--- src/rtl/core/catmull_rom_point_eval_macros.svh ---
// Assertion helpers shared by the spline pipeline.
// Each expects clk and arst_n in the scope where it is used.
`ifndef CATMULL_ROM_POINT_EVAL_MACROS_SVH
`define CATMULL_ROM_POINT_EVAL_MACROS_SVH

// Same-cycle implication.
`define CRPE_ASSERT_SAME(lbl, pre, post, msg) \
	lbl: assert property (@(posedge clk) disable iff (!arst_n) (pre) |-> (post)) \
		else $error(msg);

// Implication checked in the next cycle.
`define CRPE_ASSERT_NEXT(lbl, pre, post, msg) \
	lbl: assert property (@(posedge clk) disable iff (!arst_n) (pre) |=> (post)) \
		else $error(msg);

`endif

--- src/rtl/core/crpe_pkg.sv ---
`timescale 1ns / 1ps
package crpe_pkg;

	// Field widths
	localparam int COORD_W = 16;
	localparam int T_FRAC  = 16;
	localparam int T_W     = T_FRAC + 1;

	// Polynomial coefficient widths (cubic and quadratic share one)
	localparam int COEF_W  = COORD_W + 4;
	localparam int CB_W    = COORD_W + 1;
	localparam int CA_W    = COORD_W + 1;

	// Horner accumulator: multiplicand width, split into two partial products
	localparam int MUL_W   = COORD_W + 2 * T_FRAC + 8;
	localparam int LO_W    = MUL_W / 2;
	localparam int HI_W    = MUL_W - LO_W;
	localparam int PROD_W  = MUL_W + T_FRAC;

	// Final scaling: three powers of t plus the factor of one half
	localparam int SHIFT   = 3 * T_FRAC + 1;
	localparam int RND_W   = PROD_W - SHIFT;

	typedef logic signed [COORD_W-1:0] coord_t;
	typedef logic        [T_W-1:0]     tpar_t;
	typedef logic signed [COEF_W-1:0]  coef_t;
	typedef logic signed [CB_W-1:0]    cb_t;
	typedef logic signed [CA_W-1:0]    ca_t;
	typedef logic signed [MUL_W-1:0]   mul_t;
	typedef logic signed [PROD_W-1:0]  prod_t;

	localparam tpar_t  T_ONE     = {1'b1, {T_FRAC{1'b0}}};
	localparam coord_t COORD_MAX = {1'b0, {(COORD_W-1){1'b1}}};
	localparam coord_t COORD_MIN = {1'b1, {(COORD_W-1){1'b0}}};

	// Input beat: four control points and the curve parameter
	typedef struct packed {
		coord_t p0_x;
		coord_t p0_y;
		coord_t p1_x;
		coord_t p1_y;
		coord_t p2_x;
		coord_t p2_y;
		coord_t p3_x;
		coord_t p3_y;
		tpar_t  param_t;
	} knots_t;

	// Output beat
	typedef struct packed {
		coord_t curve_x;
		coord_t curve_y;
		logic   saturated;
	} curve_t;

	// Carried alongside the accumulators: clamped t and the later addends.
	// ca holds 2*P1 + 1, the extra one being the rounding half.
	typedef struct packed {
		tpar_t t;
		cb_t   cb_x;
		cb_t   cb_y;
		ca_t   ca_x;
		ca_t   ca_y;
	} side_t;

endpackage

--- src/rtl/core/crpe_round.sv ---
`timescale 1ns / 1ps
`include "catmull_rom_point_eval_macros.svh"
module crpe_round import crpe_pkg::*; (
	input  logic   clk,
	input  logic   arst_n,
	input  logic   up_valid,
	output logic   up_stall,
	input  prod_t  sum_i [2],
	output logic   dn_valid,
	input  logic   dn_stall,
	output curve_t beat_o
);

	logic signed [RND_W-1:0]       rnd   [2];
	logic        [RND_W-COORD_W:0] top   [2];
	logic                          ovf   [2];
	coord_t                        sat_c [2];

	logic   v_s1;
	logic   rdy_s1;
	curve_t beat_s1;

	// Half was folded into the constant term; the shift floors.
	// Out of range when the sign bit and the bits above it are not all equal.
	always_comb begin
		for (int i = 0; i < 2; i++) begin
			rnd[i] = sum_i[i][PROD_W-1:SHIFT];
			top[i] = rnd[i][RND_W-1:COORD_W-1];
			ovf[i] = !((&top[i]) || !(|top[i]));
			if (ovf[i]) begin
				sat_c[i] = rnd[i][RND_W-1] ? COORD_MIN : COORD_MAX;
			end else begin
				sat_c[i] = rnd[i][COORD_W-1:0];
			end
		end
	end

	assign rdy_s1   = !v_s1 || !dn_stall;
	assign up_stall = !rdy_s1;
	assign dn_valid = v_s1;

	always_ff @(posedge clk or negedge arst_n) begin
		if (!arst_n) begin
			v_s1 <= 1'b0;
		end else if (rdy_s1) begin
			v_s1 <= up_valid;
		end
	end

	always_ff @(posedge clk) begin
		if (rdy_s1 && up_valid) begin
			beat_s1.curve_x   <= sat_c[0];
			beat_s1.curve_y   <= sat_c[1];
			beat_s1.saturated <= ovf[0] || ovf[1];
		end
	end

	assign beat_o = beat_s1;

	`CRPE_ASSERT_SAME(a_sat_at_bound, v_s1 && beat_s1.saturated, (beat_s1.curve_x == COORD_MAX) || (beat_s1.curve_x == COORD_MIN) || (beat_s1.curve_y == COORD_MAX) || (beat_s1.curve_y == COORD_MIN), "saturated flag without a clipped coordinate")

endmodule

--- config.mk ---
export PLATFORM = sky130hd
export DESIGN_NAME = crpe_round
export DESIGN_NICKNAME = d
export VERILOG_FILES = /design/src/rtl/core/crpe_pkg.sv /design/src/rtl/core/crpe_round.sv
export VERILOG_INCLUDE_DIRS = /design/src /design/src/rtl/core
export SDC_FILE = /design/constraint.sdc
export NUM_CORES = 1
export LEC_CHECK = 0
export BUFFER_PORTS_ARGS = -buffer_cell sky130_fd_sc_hd__clkbuf_2
export CAP_MARGIN = 40
export CORE_AREA = 2 2 71 73
export DETAILED_ROUTE_END_ITERATION = 10
export DIE_AREA = 0 0 73 75
export GPL_TIMING_DRIVEN = 0
export PLACE_DENSITY = 0.77
export SYNTH_ARGS = -nofsm -noshare
export SYNTH_HDL_FRONTEND = slang
export SYNTH_SLANG_ARGS = --single-unit
--- constraint.sdc ---
create_clock -name clk -period 3.48 [get_ports clk]
set_input_delay 0.174 -clock clk [delete_from_list [all_inputs] [get_ports clk]]
set_output_delay 0.174 -clock clk [all_outputs]
set_load 0.005 [all_outputs]
== Word level (Yosys, flattened, before mapping) ==
Index checks and enable logic that the tools add are counted.

* Reduce and logical (&&, ||, !) cells: 16
* Muxes and demuxes: 4

{| class="wikitable"
|+ Operators by type and width
! cell !! count
|-
| $mux 16 || 4
|-
| $reduce_and 8->1 || 2
|-
| $reduce_or 8->1 || 2
|-
| $logic_not 1->1 || 7
|-
| $logic_or 1x1->1 || 4
|-
| $logic_and 1x1->1 || 1
|}

* Register bits after elaboration: 34
* Input bits: 148
* Word-level logic and storage cells: 24

== Longest topological paths before layout ==
Gate-level depths: netlist of the first run.

* Depth after elaboration: 5
* Depth in mapped cells: 5
* Depth with buffers taken out: 4

== Least setup slack after synthesis of the first run ==
No wires, ideal clock.

* Path kind: register -> register
* Start point: register v_s1, in the netlist dn_valid
* End point: register beat_s1, in the netlist beat_o[0], enable pin
* Setup slack: 0.993 ns
* Arrival time: 2.060 ns
* Cell stages (with the launch flop): 3
* Buffers on the path: 0
* Data required time: 3.053 ns
* Clock period less this slack: 2.487 ns
* Cell sequence: dfrtp_1 -> and2_1 -> nor2b_1

* Cells in the longest elaborated chain, start to end: 3

{| class="wikitable"
|+ Ends and longest elaborated chain
! element !! line !! RTL
|-
| start, declared || crpe_round.sv:19 || <nowiki>logic v_s1;</nowiki>
|-
| start signal, assigned || crpe_round.sv:46 || <nowiki>v_s1 <= up_valid;</nowiki>
|-
| $logic_not 1->1 || crpe_round.sv:38 || <nowiki>assign rdy_s1 = !v_s1 || !dn_stall;</nowiki>
|-
| $logic_or 1x1->1 || crpe_round.sv:38 ||
|-
| $logic_and 1x1->1 || crpe_round.sv:51 || <nowiki>if (rdy_s1 && up_valid) begin</nowiki>
|-
| end, declared || crpe_round.sv:21 || <nowiki>curve_t beat_s1;</nowiki>
|}

No other way between the ends.
A chain may end at the register's enable or synchronous reset.

== Worst setup path after layout of the first run ==
* Start point: register v_s1, in the netlist dn_valid
* End point: register beat_s1, in the netlist beat_o[28], enable pin

The elaborated chain is that of the path after synthesis.

==> results of run 1 <==
## sequential cells by signal (all words and copies together) (netlist names)
register  count
beat_o       33
dn_valid      1
## repair_timing
action                                 CTS  global route
hold buffers                             1             0
buffers inserted                         0             0
endpoints found under the hold margin    1             0
## cells by family (layout without fill, tap and decap cells)
logic type             count (synthesis)  after routing  synth area share
AND/OR/NAND/NOR                       16             16            0.0732
flip-flops                            34             34             0.725
AO/OA/AOI/OAI                         32             32             0.173
buffers and inverters                  6            100            0.0286
## synthesized netlist by cell type, types with 2 or more instances
| library cell | count | share of area |
|---|---|---|
| sky130_fd_sc_hd__a21o_1 | 30 | 0.16 |
| sky130_fd_sc_hd__nor4_1 | 4 | 0.018 |
| sky130_fd_sc_hd__clkbuf_1 | 2 | 0.0054 |
| sky130_fd_sc_hd__buf_2 | 2 | 0.0071 |
| sky130_fd_sc_hd__edfxtp_1 | 33 | 0.71 |
| sky130_fd_sc_hd__nand4_1 | 4 | 0.018 |
| sky130_fd_sc_hd__o21ai_2 | 2 | 0.013 |
| sky130_fd_sc_hd__buf_6 | 2 | 0.016 |
| sky130_fd_sc_hd__nand2_1 | 3 | 0.0080 |
## power groups by stage
stage,clock (mW),sequential (mW),combinational [mW]
CTS,0.364,0.482,0.102
global route,0.377,0.484,0.112
finish,0.348,0.482,0.0999
floorplan,0,0.495,0.0318
detailed placement,0,0.491,0.101
global placement,0,0.492,0.0917
## per-layer routing
layer	global-route usage	wire length, microns	vias up
li1	-	-	527
met3	0.0361	184	7
met5	0	0	-
met1	0.122	1150	495
met2	0.197	1530	46
met4	0.0658	49	0
## worst max-delay path, delay by kind of cell, from the launching register on
| family | cells | cell delay [ns] |
|---|---|---|
| and+or+nand+nor | 2 | 0.68 |
| DFF | 1 | 0.37 |
| buffers and inverters | 1 | 0.22 |
## how the worst max path moves through the flow
stage | startpoint | to | slack, ns | depth (start not counted)
global placement | dn_valid$_DFFE_PN0N_ | beat_o[0]$_DFFE_PP_ | 0.39 | 2
finish | dn_valid$_DFFE_PN0N_ | beat_o[28]$_DFFE_PP_ | 1.92 | 3
floorplan | dn_valid$_DFFE_PN0N_ | beat_o[0]$_DFFE_PP_ | 0.99 | 2
global route | dn_valid$_DFFE_PN0N_ | beat_o[28]$_DFFE_PP_ | 1.78 | 3
detailed placement | dn_valid$_DFFE_PN0N_ | beat_o[22]$_DFFE_PP_ | 1.91 | 3
CTS | dn_valid$_DFFE_PN0N_ | beat_o[28]$_DFFE_PP_ | 1.89 | 3
## area by class of cell
| type | count | area share |
|---|---|---|
| Clock inverter | 1 | 0.0147 |
| Tap cell | 54 | 0.0331 |
| Multi-Input combinational cell | 48 | 0.173 |
| Clock buffer | 7 | 0.0374 |
| Timing Repair Buffer | 86 | 0.224 |
| Buffer | 6 | 0.0196 |
| Sequential cell | 34 | 0.498 |
## per-stage QoR
step	area (sq um)	cells	total power, mW	setup slack (ns)	utilization
6_report	2040	236	0.929	1.92	0.438
5_1_grt	2040	236	0.972	1.78	0.438
4_1_cts	2040	236	0.948	1.89	0.438
3_5_place_dp	1920	227	0.591	1.91	0.413
3_3_place_gp	1890	226	0.583	0.393	0.405
2_1_floorplan	1400	88	0.526	0.993	-
==> results.md, run 1 <==
Clock tree:
- CTS built an H-tree with a depth of 2.
- The clock slew at the register clock pins of the worst setup and hold paths is roughly 0.07 ns.
- The number of sinks driven by the clock tree is 34.
- The TritonCTS buffer count is 5.
- TritonCTS built the clock tree.
- The maximum clock insertion buffer count is 2.
- In this run the clock root is driven by a sky130_fd_sc_hd__clkbuf_8.
- Clock latency on the worst-skew pair, taken at its later pin, is around 0.27 ns.
- The quantity of gates resized following cts is 0.

Route:
- The routed length per instance is around 12 microns.
- For this run, design rule violations remaining after detail routing come to 0.
- After detailed routing, the total wire length is ~3000 microns.
- The post-route antenna net violation count is 0.
- For this block, the via count after detailed routing is about 1100.
- The ratio of routed vias to standard cells is between 4 and 5.
- The number of violations reported at the end of detailed-routing iteration 0 is 11.
- The first-pass detailed-route iteration total is 3.

Worst setup path:
- The worst setup path is captured at a register.
- The critical path is of the register to register type.
- Of all nets on the critical path, the largest fanout is 18.
- On the worst path, the slowest cell contributes a delay of 0.47 ns.
- For the worst setup path, the data arrival time is 1.55 ns.
- The reg2reg setup slack is 1.92 ns.
- Measured in cells, the most critical reg-to-reg path has a length of 3.
- The required time of the critical path is 3.47 ns.
- On the critical path, the stage with the largest delay is an instance of sky130_fd_sc_hd__nor2b_4.
- The startpoint identified for the worst register-to-register timing path is dn_valid$_DFFE_PN0N_.
- STA classifies the critical path startpoint as a register.
- Traced cell by cell, the critical path runs through and2_1, nor2b_4, buf_16.
- The worst flop-to-flop path endpoint is beat_o[28]$_DFFE_PP_.

Global routing:
- The global-route usage over all layers is 0.114.
- Summed over all layers, the global routing overflow is 0.
- The first global-routing pass estimated 4660 microns of wire.
- Entering global routing, the biggest net connects 19 pins.
- The initial antenna violation count is 0.
- The number of global-route vias before repair is ~1100.

Worst hold path:
- The type of the most critical hold path is input port to register.
- The worst hold path was traced through 2 stages.
- In this run the most critical hold path is launched from up_valid.
- The endpoint with the worst hold slack is dn_valid$_DFFE_PN0N_.

STA:
- The final count of negative-setup-slack endpoints is 0.
- The slew of the pin with the lowest slew margin is ~0.54 ns.
- The count of final hold-check violations came to 0.
- The final count of pins violating max slew is 0.
- Final hold analysis gives a worst-case slack of slightly above 0.1 ns.
- Timing would allow up to roughly 640 MHz.
- Headroom to the max-slew limit came out at 0.640.
- Between clock sinks in the finished design, the worst skew comes to about 0.0013 ns.
- The final worst-path cycle share is 0.448.
- The total negative slack for setup checks is 0 ns.
- The time the worst path needs with I/O delays and setup is between 1.5 and 2 ns.
- Setup repair after global routing left no endpoint under its margin.

Final layout:
- The area used by sequential logic in the layout is between 1000 and 1500 sq um.
- The filler cells instantiated in the layout total 449.
- The most common library cell in the layout ignoring fill and taps is sky130_fd_sc_hd__clkbuf_2.
- The area added between synthesis and finish is 45.6%.
- The top cell types in the final layout, fill and taps aside, are 84 x sky130_fd_sc_hd__clkbuf_2, 33 x sky130_fd_sc_hd__edfxtp_1, 30 x sky130_fd_sc_hd__a21o_1.
- Of the cells placed in the final design, the portion with a size suffix greater than 1 is 0.555.
- The repair_antennas step left the layout with diodes totalling 0.
- The area taken by multi-input logic gates is around 350 sq um.
- After the last flow step, the layout net total stands at 329.

Die:
- The initial utilization of the core area, before any placement, comes to 0.301.
- Measured along the x axis, the die boundary spans 73 microns.
- The core region is around 4700 sq um.
- The overall die height is 75 microns.
- The die covers between 5000 and 6000 sq um.
- The floorplan has 25 rows.
- Pin placement for this block handled between 150 and 200 I/O pins.

Power:
- For this design the ratio of total power to cell area is approximately 460 nW/um^2.
- Of the total power, the share spent switching nets is 0.198.
- Summed over all nets, the switching power comes to between 150 and 200 uW.
- Of the total power, registers draw 0.518.
- The clock network fraction of total power is 0.374.
- Summed over all cells, the static leakage comes to just over 1 nW.
- The highest ir drop seen on vdd is approximately 0.24 mV.
- Of the total power, combinational logic draws 0.107.
- The design internal power is 745 uW.

Place:
- The detailed placer's ending HPWL is between 2000 and 2500 microns.
- The number of buffer cells added on primary ports is 84.
- The final RePlAce weighted congestion is 0.745.

Yosys:
- The async set or reset register ratio after synthesis is 0.0294.
- The synthesized design contains 33 enable-type register cells.
- In the synthesized netlist the dominant register cell turns out to be sky130_fd_sc_hd__edfxtp_1.
- The total number of yosys warnings is 0.
- The number of nets in the synthesized netlist is between 200 and 250.
- The flip-flop and latch count after synthesis is 34.
- After synthesis the cells add up to around 1400 sq um.
- The number of distinct library cell variants in the gate-level netlist after synthesis is 15.
- Each instance of the synthesized netlist takes up on average around 16 sq um.
- After technology mapping, the gate count stands at a little under 90.
- The sequential share of the synthesized area is 0.725.

Outcome:
- The flow ran to the end, and the final reports show no timing, DRC or antenna violations.

Run:
- The number of violations of the max-capacitance limit is 0.
No activity file was read; power rests on OpenSTA's default activity.
==> run 2, diff against run 1 <==
- ABC_AREA: unset -> 1
- PLACE_DENSITY: 0.77 -> 0.8
- clock period: 3.48 -> 1.61 ns (I/O delays scaled with it)
==> run 2 against run 1 <==
Effect of this change:
- worst setup slack lost 1.7 ns
- global-route usage up 0.64 points
- clock power increased by 66%
- synthesized cell count up 70%
- via count is 17% higher
- die area stayed put
- sequential share of layout area decreased by 1.8 points
- sequential power rose by 120%
- cell count up 26%
- register-to-register slack got worse by 1.7 ns
- flip-flop and latch count stayed put
- first-iteration DRC count rose to 4.1 times the previous value
- largest cell class unchanged
==> results.md, run 2 <==
Route:
- In the final routed layout, each cell accounts on average for 10.9 microns.
- The final wirelength is 3250 microns.
- Across all layers, the routed design uses between 1000 and 1500 vias.
- In the routed design, unresolved DRC markers number 0.
- The number of violations reported at the end of detailed-routing iteration 0 is 45.
- Once detail routing completed, the nets flagged for antenna violations numbered 0.
- The first-pass detailed-route iteration total is 4.
- After detailed routing, the number of vias per cell comes to approximately 4.2.

Worst setup path:
- The cell with the largest stage delay on the worst path is sky130_fd_sc_hd__nor2_4.
- The worst reg-to-reg path cell count is 3.
- The worst register-to-register path has a setup slack of around 0.25 ns.
- The number of buffer and inverter instances along the worst setup path is 1.
- The critical register-to-register path startpoint is dn_valid$_DFFE_PN0N_.
- The biggest cell delay along the critical path is about 0.42 ns.
- The most critical setup path has its startpoint at dn_valid$_DFFE_PN0N_.
- The endpoint type of the worst setup path is a register.
- The critical path goes through nand2_1, inv_1, nor2_4.
- In this run the worst path has a maximum fanout of 16.
- The largest delay contributor family on the critical path is simple AND/OR/NAND/NOR gates.
- Counting buffers and inverters, the worst setup path is 3 cells deep.
- The worst setup path endpoint is beat_o[3]$_DFFE_PP_.
- The category of the worst setup path launch point is a register.
- The worst flop-to-flop path endpoint is beat_o[3]$_DFFE_PP_.
- For the worst setup path, the data arrival time is 1.27 ns.
- STA puts the critical path data required time at 1.52 ns.
- The worst setup path is of the register to register kind.

Clock tree:
- The root buffer cell is sky130_fd_sc_hd__clkbuf_8.
- Counting the buffers created by CTS gives 5.
- Buffers added to address setup during post-CTS repair amount to 0.
- The clock slew at the register clock pins of the worst setup and hold paths is 0.06 ns.
- The longest clock path from root to sink contains 2 buffers.
- The TritonCTS clock tree is yes.
- The clock reaches the later pin of the worst-skew pair after 0.27 ns.
- The number of H-tree branching levels is 2.
- The number of sinks driven by the clock tree is 34.

STA:
- Summed over all failing endpoints, the final setup total negative slack is 0 ns.
- Across the routed clock network, the largest skew measured is 0.00346 ns.
- The final worst-path cycle share is 0.846.
- The final count of pins violating max slew is 0.
- Measured against its own limit, the worst slew margin works out to 0.664.
- The least setup slack across all paths after layout is about 0.25 ns.
- Timing would allow up to 734 MHz.
- The time the worst path needs with I/O delays and setup is 1.36 ns.
- The tightest hold path in the finished design has a slack of about 0.024 ns.
- Setup repair after global routing left no endpoint under its margin.
- The slew of the pin with the lowest slew margin is ~0.50 ns.
- The count of final hold-check violations is 0.
- Setup violations remaining at the end of the flow were counted as 0.

Die:
- The top-level port count is between 150 and 200.
- For this configuration, the core starts out at a cell density of 0.326.
- In this run the vertical extent of the chip is roughly 75 microns.
- After floorplanning, the core was sized to cover roughly 4700 sq um.
- The die footprint is around 5500 sq um.
- The placement row count is 25.
- In this run the horizontal extent of the chip is ~73 microns.

Global routing:
- The initial antenna violation count is 0.
- The number of global-route vias before repair is around 1200.
- The wire length of the first global-routing pass is approximately 4900 microns.
- In the global route stage, overall resource usage came out at 0.120.
- Global routing finished with a remaining overflow of 0.
- The largest net degree at the start of global routing is 18.

Place:
- The pre-CTS setup slack is -0.0168 ns.
- The final RePlAce weighted congestion is slightly below 0.7.
- The post-placement cell count is roughly 290.
- In this run the cell area measured after placement is ~2000 sq um.
- The detailed placer's ending HPWL is around 2400 microns.
- Port buffering added 84 buffers.

Final layout:
- The area used by sequential logic in the layout is 1020 sq um.
- The layout cell share with drive strength beyond 1 is 0.418.
- Leaving out fill and tap cells, the most frequent cell in the layout is sky130_fd_sc_hd__clkbuf_2.
- The repair_antennas step left the layout with diodes totalling 0.
- The number of nets in the layout is approximately 400.
- The area taken by multi-input logic gates is 438 sq um.
- Summing all non-filler instances in the final layout gives an area of between 2000 and 2500 sq um.
- In the layout the commonest cells are 84 x sky130_fd_sc_hd__clkbuf_2, 81 x sky130_fd_sc_hd__nand2_1, 33 x sky130_fd_sc_hd__edfxtp_1.
- The number of flip-flops in the largest register is 33.
- Measured on the finished design, the core utilization comes to 0.454.
- The layout filler cell count is 426.
- From synthesis to final layout, the design area changed by 39.3%.
- The count of cells in the finished layout, fillers not included, comes to 298.

Yosys:
- The number of distinct library cell variants in the gate-level netlist after synthesis is 11.
- Synthesis produced 150 cells.
- The flip-flop and latch count after synthesis is 34.
- The synthesized area is about 1500 sq um.
- The dominant cell by count in the synthesized netlist is sky130_fd_sc_hd__nand2_1.
- The most used flip-flop cell after synthesis is sky130_fd_sc_hd__edfxtp_1.
- The total number of yosys warnings is 0.
- In the synthesized netlist, the cells that appear most often are 81 x sky130_fd_sc_hd__nand2_1, 33 x sky130_fd_sc_hd__edfxtp_1, 15 x sky130_fd_sc_hd__nor2_1, 9 x sky130_fd_sc_hd__inv_1, 3 x sky130_fd_sc_hd__buf_6.
- A synthesized cell averages ~10 sq um.
- In the post-synthesis netlist, the biggest area contributors are sky130_fd_sc_hd__edfxtp_1 65%, sky130_fd_sc_hd__nand2_1 20%, sky130_fd_sc_hd__nor2_1 3.7%.
- Of the synthesized area, sequential elements account for 0.668.
- Of all cell types, the one taking the most synthesized area is sky130_fd_sc_hd__edfxtp_1.
- Of all flip-flops after synthesis, the portion carrying an async set or reset was 0.0294.
- The share of Yosys cell area claimed by the top area cell type is 0.652.
- The number of nets in the synthesized netlist is just under 300.
- The number of synthesized flops with an enable pin is 33.

Power:
- The share of total power dissipated in sequential elements is 0.569.
- Summed over all cells, the static leakage comes to a little over 1 nW.
- Internal power comes to 1.43 mW.
- Of the total power, the clock network draws 0.315.
- Of the total power, the share spent switching nets is 0.221.
- IR analysis of the VDD net gives a maximum drop of 0.286 mV.
- Summing internal, switching and leakage power gives around 1.8 mW.
- For this design the total switching power over the nets is 405 uW.
- The share of total power dissipated in combinational logic is 0.116.
- For this design the ratio of total power to cell area is approximately 870 nW/um^2.

Run:
- Max-cap violations in this run came to 0.

Worst hold path:
- The type of the most critical hold path is input port to register.

Outcome:
- The run finished with clean final reports.
[run 2: metal layers]
| metal | part of all wire | vias to the layer above | track usage |
|---|---|---|---|
| met3 | 0.061 | 2 | 0.0388 |
| met2 | 0.51 | 49 | 0.210 |
| met5 | 0 | - | 0 |
| met4 | 0.0098 | 0 | 0.0556 |
| met1 | 0.42 | 545 | 0.133 |
| li1 | - | 660 | - |
[run 2: layout make-up]
class | instances | area share
sequential | 34 | 0.480
clock buffer | 6 | 0.0343
inverter | 9 | 0.0159
tap | 54 | 0.0319
buffer | 6 | 0.0242
timing repair buffer | 85 | 0.203
multi-input combinational | 102 | 0.207
clock inverter | 2 | 0.00413
[run 2: worst min path at each step]
stage              from              endpoint  slack, ns  cells after the start
3_5_place_dp     arst_n  dn_valid$_DFFE_PN0N_      -0.14                      1
5_1_grt        dn_stall  dn_valid$_DFFE_PN0N_       0.03                      3
2_1_floorplan    arst_n  dn_valid$_DFFE_PN0N_      -0.22                      0
6_report       dn_stall  dn_valid$_DFFE_PN0N_       0.02                      3
4_1_cts        dn_stall  dn_valid$_DFFE_PN0N_       0.02                      3
3_3_place_gp     arst_n  dn_valid$_DFFE_PN0N_      -0.14                      1
[run 2: kinds of logic after synthesis]
family / count (synthesis) / share of synthesized area
flip-flops: 34 / 0.668
AO/OA/AOI/OAI: 2 / 0.0214
buffers and inverters: 15 / 0.0560
AND/OR/NAND/NOR: 99 / 0.254
[run 2: tightest hold or removal path, cell delays in order]
cell,delay [ns]
sky130_fd_sc_hd__clkbuf_2,0.07
sky130_fd_sc_hd__nand2_1,0.06
sky130_fd_sc_hd__nand2_1,0.05
[run 2: power by group through the flow]
stage	clock network, mW	logic (mW)	registers, mW
2_1_floorplan	0	0.0744	1.07
3_3_place_gp	0	0.205	1.06
3_5_place_dp	0	0.209	1.06
4_1_cts	0.601	0.218	1.04
5_1_grt	0.645	0.243	1.05
6_report	0.577	0.214	1.04
[run 2: timing repair]
| action | CTS | global route |
|---|---|---|
| setup endpoints to repair | 33 | 0 |
| hold endpoints to repair | 1 | 0 |
| hold buffers | 1 | 0 |
| gates resized for setup | 1 | 0 |
==> run 3, diff against run 2 <==
- ABC_AREA: 1 -> 0
- CORE_AREA: 2 2 71 73 -> unset
- CORE_UTILIZATION: unset -> 28
- DIE_AREA: 0 0 73 75 -> unset
- PLACE_DENSITY: 0.8 -> 0.76
- clock period: 1.61 -> 1.2 ns (I/O delays scaled with it)
==> run 3 against run 2 <==
Effect of this change:
- non-clock buffer count grew 3
- clock-buffer cell count rose by 2
- cell count fell by 16%
- core utilization is 2.0 points lower
- worst hold slack gained 0.027 ns
- power increased by 35%
==> results.md, run 3 (synthesized netlist as in run 1, its figures left out) <==
Worst setup path:
- The biggest cell delay along the critical path is around 0.38 ns.
- Data arrives at the worst endpoint at approximately 1.2 ns.
- In this run the worst path has a maximum fanout of 18.
- At the worst endpoint, the required time is between 1 and 1.5 ns.
- Together, buffers and inverters on the worst path number 1.
- Traced cell by cell, the critical path runs through and2_4, nor2b_4, clkbuf_16.
- The category of the most critical setup path is register to register.
- The worst setup path is captured at a register.
- The largest individual stage delay along the critical path comes from the cell sky130_fd_sc_hd__dfrtp_1.
- The category of the worst setup path launch point is a register.
- For flop-to-flop paths, the worst setup slack is 0.002 ns.
- Grouping stages by cell kind, the critical path spends the most delay in flip-flops.

Route:
- Dividing the detail-routed wire length by the instance count gives between 10 and 15 microns.
- The number of violations reported at the end of detailed-routing iteration 0 is 35.
- The ratio of routed vias to standard cells is between 4 and 5.
- The routed via count is between 1000 and 1500.
- For this run, design rule violations remaining after detail routing come to 0.
- Wires add up to about 2900 microns.
- The first TritonRoute pass finished after 4 iterations.
- The count of nets left with antenna violations once routing finished came out at 0.

STA:
- The max-slew headroom at the worst pin is 0.801.
- The final count of pins violating max slew is 0.
- At the pin with the least slew margin, the transition time is roughly 0.3 ns.
- The worst-case clock skew is 0.00355 ns.
- The time the worst path needs with I/O delays and setup is 1.20 ns.
- Setup repair after global routing could not meet its margin everywhere.
- Setup violations remaining at the end of the flow were counted as 0.
- The maximum frequency from static timing analysis is ~830 MHz.
- The count of final hold-check violations came to 0.
- Of the available clock period, the critical path in the final layout requires 0.998.

Clock tree:
- After clock tree synthesis, the clock-pin slew on the worst setup and hold paths is roughly 0.060 ns.
- For the worst-skew pair, the clock arrives at the later sink with an insertion delay of between 0.2 and 0.3 ns.
- The TritonCTS buffer count is 5.
- The number of H-tree branching levels is 2.
- In this run the deepest clock path goes through 2 buffers.
- The root buffer cell is sky130_fd_sc_hd__clkbuf_8.
- The TritonCTS clock tree is yes.
- For this design, the sink count on the clock tree is 34.

Global routing:
- The global-route usage over all layers is 0.115.
- After global routing, the most crowded layer is met2.
- The wire length of the first global-routing pass is 4490 microns.
- For this run, global-route usage on met2 was measured as 0.200.
- The initial antenna violation count was 0.
- For met1 alone, demand over resource in global routing was 0.123.
- The final global-route overflow total is 0.
- The largest net degree at the start of global routing is 19.
- The number of global-route vias before repair is about 1000.
- The met3 demand-to-capacity share in global routing is 0.0276.

Place:
- During placement, the flow inserted port buffers numbering 84.
- The post-placement cell count is 240.
- The final RePlAce weighted congestion is between 0.6 and 0.7.
- Once detailed placement completed, the half-perimeter wirelength came to 2320 microns.

Power:
- Of the total power, the clock network draws 0.312.
- For this design the static power due to leakage is 1.02 nW.
- For this design the ratio of total power to cell area is roughly 1200 nW/um^2.
- Summing internal, switching and leakage power gives ~2.5 mW.
- The power share of the combinational group is 0.122.
- The design internal power is between 1.5 and 2 mW.
- In this run the power spent charging and discharging nets is 509 uW.
- The highest ir drop seen on vdd is about 0.4 mV.
- The net switching share of the total power is 0.206.
- The share of total power dissipated in sequential elements is 0.566.

Die:
- The die footprint is roughly 5300 sq um.
- The die is 72.7 microns wide.
- The core region is between 4000 and 5000 sq um.
- The die is between 70 and 80 microns tall.
- between 150 and 200 I/O pins were placed.
- For this configuration, the core starts out at a cell density of 0.295.
- The initialized floorplan defines 25 standard-cell rows.

Final layout:
- The layout cell share with drive strength beyond 1 is 0.560.
- The diode insertion count for antenna repair is 0.
- Leaving out fill and tap cells, the most frequent cell in the layout is sky130_fd_sc_hd__clkbuf_2.
- From synthesis to final layout, the design area changed by 47.5%.
- The number of flip-flops in the largest register is 33.
- The final cell count without fillers is approximately 250.
- The library cells used most frequently in the layout, excluding fill and tap cells, are 84 x sky130_fd_sc_hd__clkbuf_2, 33 x sky130_fd_sc_hd__edfxtp_1, 30 x sky130_fd_sc_hd__a21o_1.
- Counting the fill cells in the layout gives about 480.
- The number of nets in the layout is between 300 and 400.

Worst hold path:
- The min-delay analysis places its worst path in the category input port to register.

Run:
- The tool flagged a number of max-cap violations equal to 0.

Outcome:
- The run finished with clean final reports.
run 3: metrics by stage:
stage           util  setup TNS [ns]  setup slack, ns  hold slack (ns)  instance area (sq um)
2_1_floorplan      -           -8.13           -0.246           -0.236                   1410
6_report       0.435               0          0.00223           0.0507                   2070
4_1_cts        0.434          -0.100         -0.00693           0.0410                   2060
5_1_grt        0.435           -1.08          -0.0565           0.0492                   2070
3_5_place_dp   0.409           -9.61           -0.296           -0.162                   1940
3_3_place_gp   0.403          -15.44           -0.406           -0.165                   1920
run 3: power groups by stage:
stage | combinational (mW) | clock [mW] | sequential, mW
global route | 0.333 | 0.849 | 1.40
CTS | 0.308 | 0.799 | 1.40
global placement | 0.272 | 0 | 1.42
detailed placement | 0.291 | 0 | 1.42
finish | 0.301 | 0.772 | 1.40
floorplan | 0.0975 | 0 | 1.43
run 3: worst register-to-register path, stage by stage (launching register included):
cell and delay [ns]:
sky130_fd_sc_hd__dfrtp_1 0.38, sky130_fd_sc_hd__and2_4 0.15, sky130_fd_sc_hd__nor2b_4 0.17, sky130_fd_sc_hd__clkbuf_16 0.21
run 3: path summary, 6_finish.rpt:
kind,from,to,cells past startpoint
setup reg to reg,dn_valid$_DFFE_PN0N_,beat_o[30]$_DFFE_PP_,3
hold reg to reg,dn_valid$_DFFE_PN0N_,dn_valid$_DFFE_PN0N_,2
min in group asynchronous,arst_n,dn_valid$_DFFE_PN0N_,2
hold / removal,sum_i[62],beat_o[14]$_DFFE_PP_,2
setup / recovery,dn_valid$_DFFE_PN0N_,beat_o[30]$_DFFE_PP_,3
max in group asynchronous,arst_n,dn_valid$_DFFE_PN0N_,2
run 3: layer usage:
| metal | vias to the layer above | routed length (microns) |
|---|---|---|
| li1 | 532 | - |
| met1 | 492 | 1160 |
| met2 | 48 | 1480 |
| met3 | 8 | 200 |
| met4 | 0 | 73 |
| met5 | - | 0 |
run 3: what timing repair did:
action | CTS | global route
resized for setup | 0 | 2
hold buffers | 2 | 0
setup endpoints to repair | 33 | 43
setup buffers | 1 | 0
endpoints found under the hold margin | 2 | 0
run 3: final cells by class:
class	instances	area, sq um	share of cell area
Buffer	6	40.0	0.0194
Clock buffer	8	80.1	0.0387
Multi-Input combinational cell	48	362	0.175
Sequential cell	34	1020	0.492
Tap cell	67	83.8	0.0406
Timing Repair Buffer	88	485	0.235
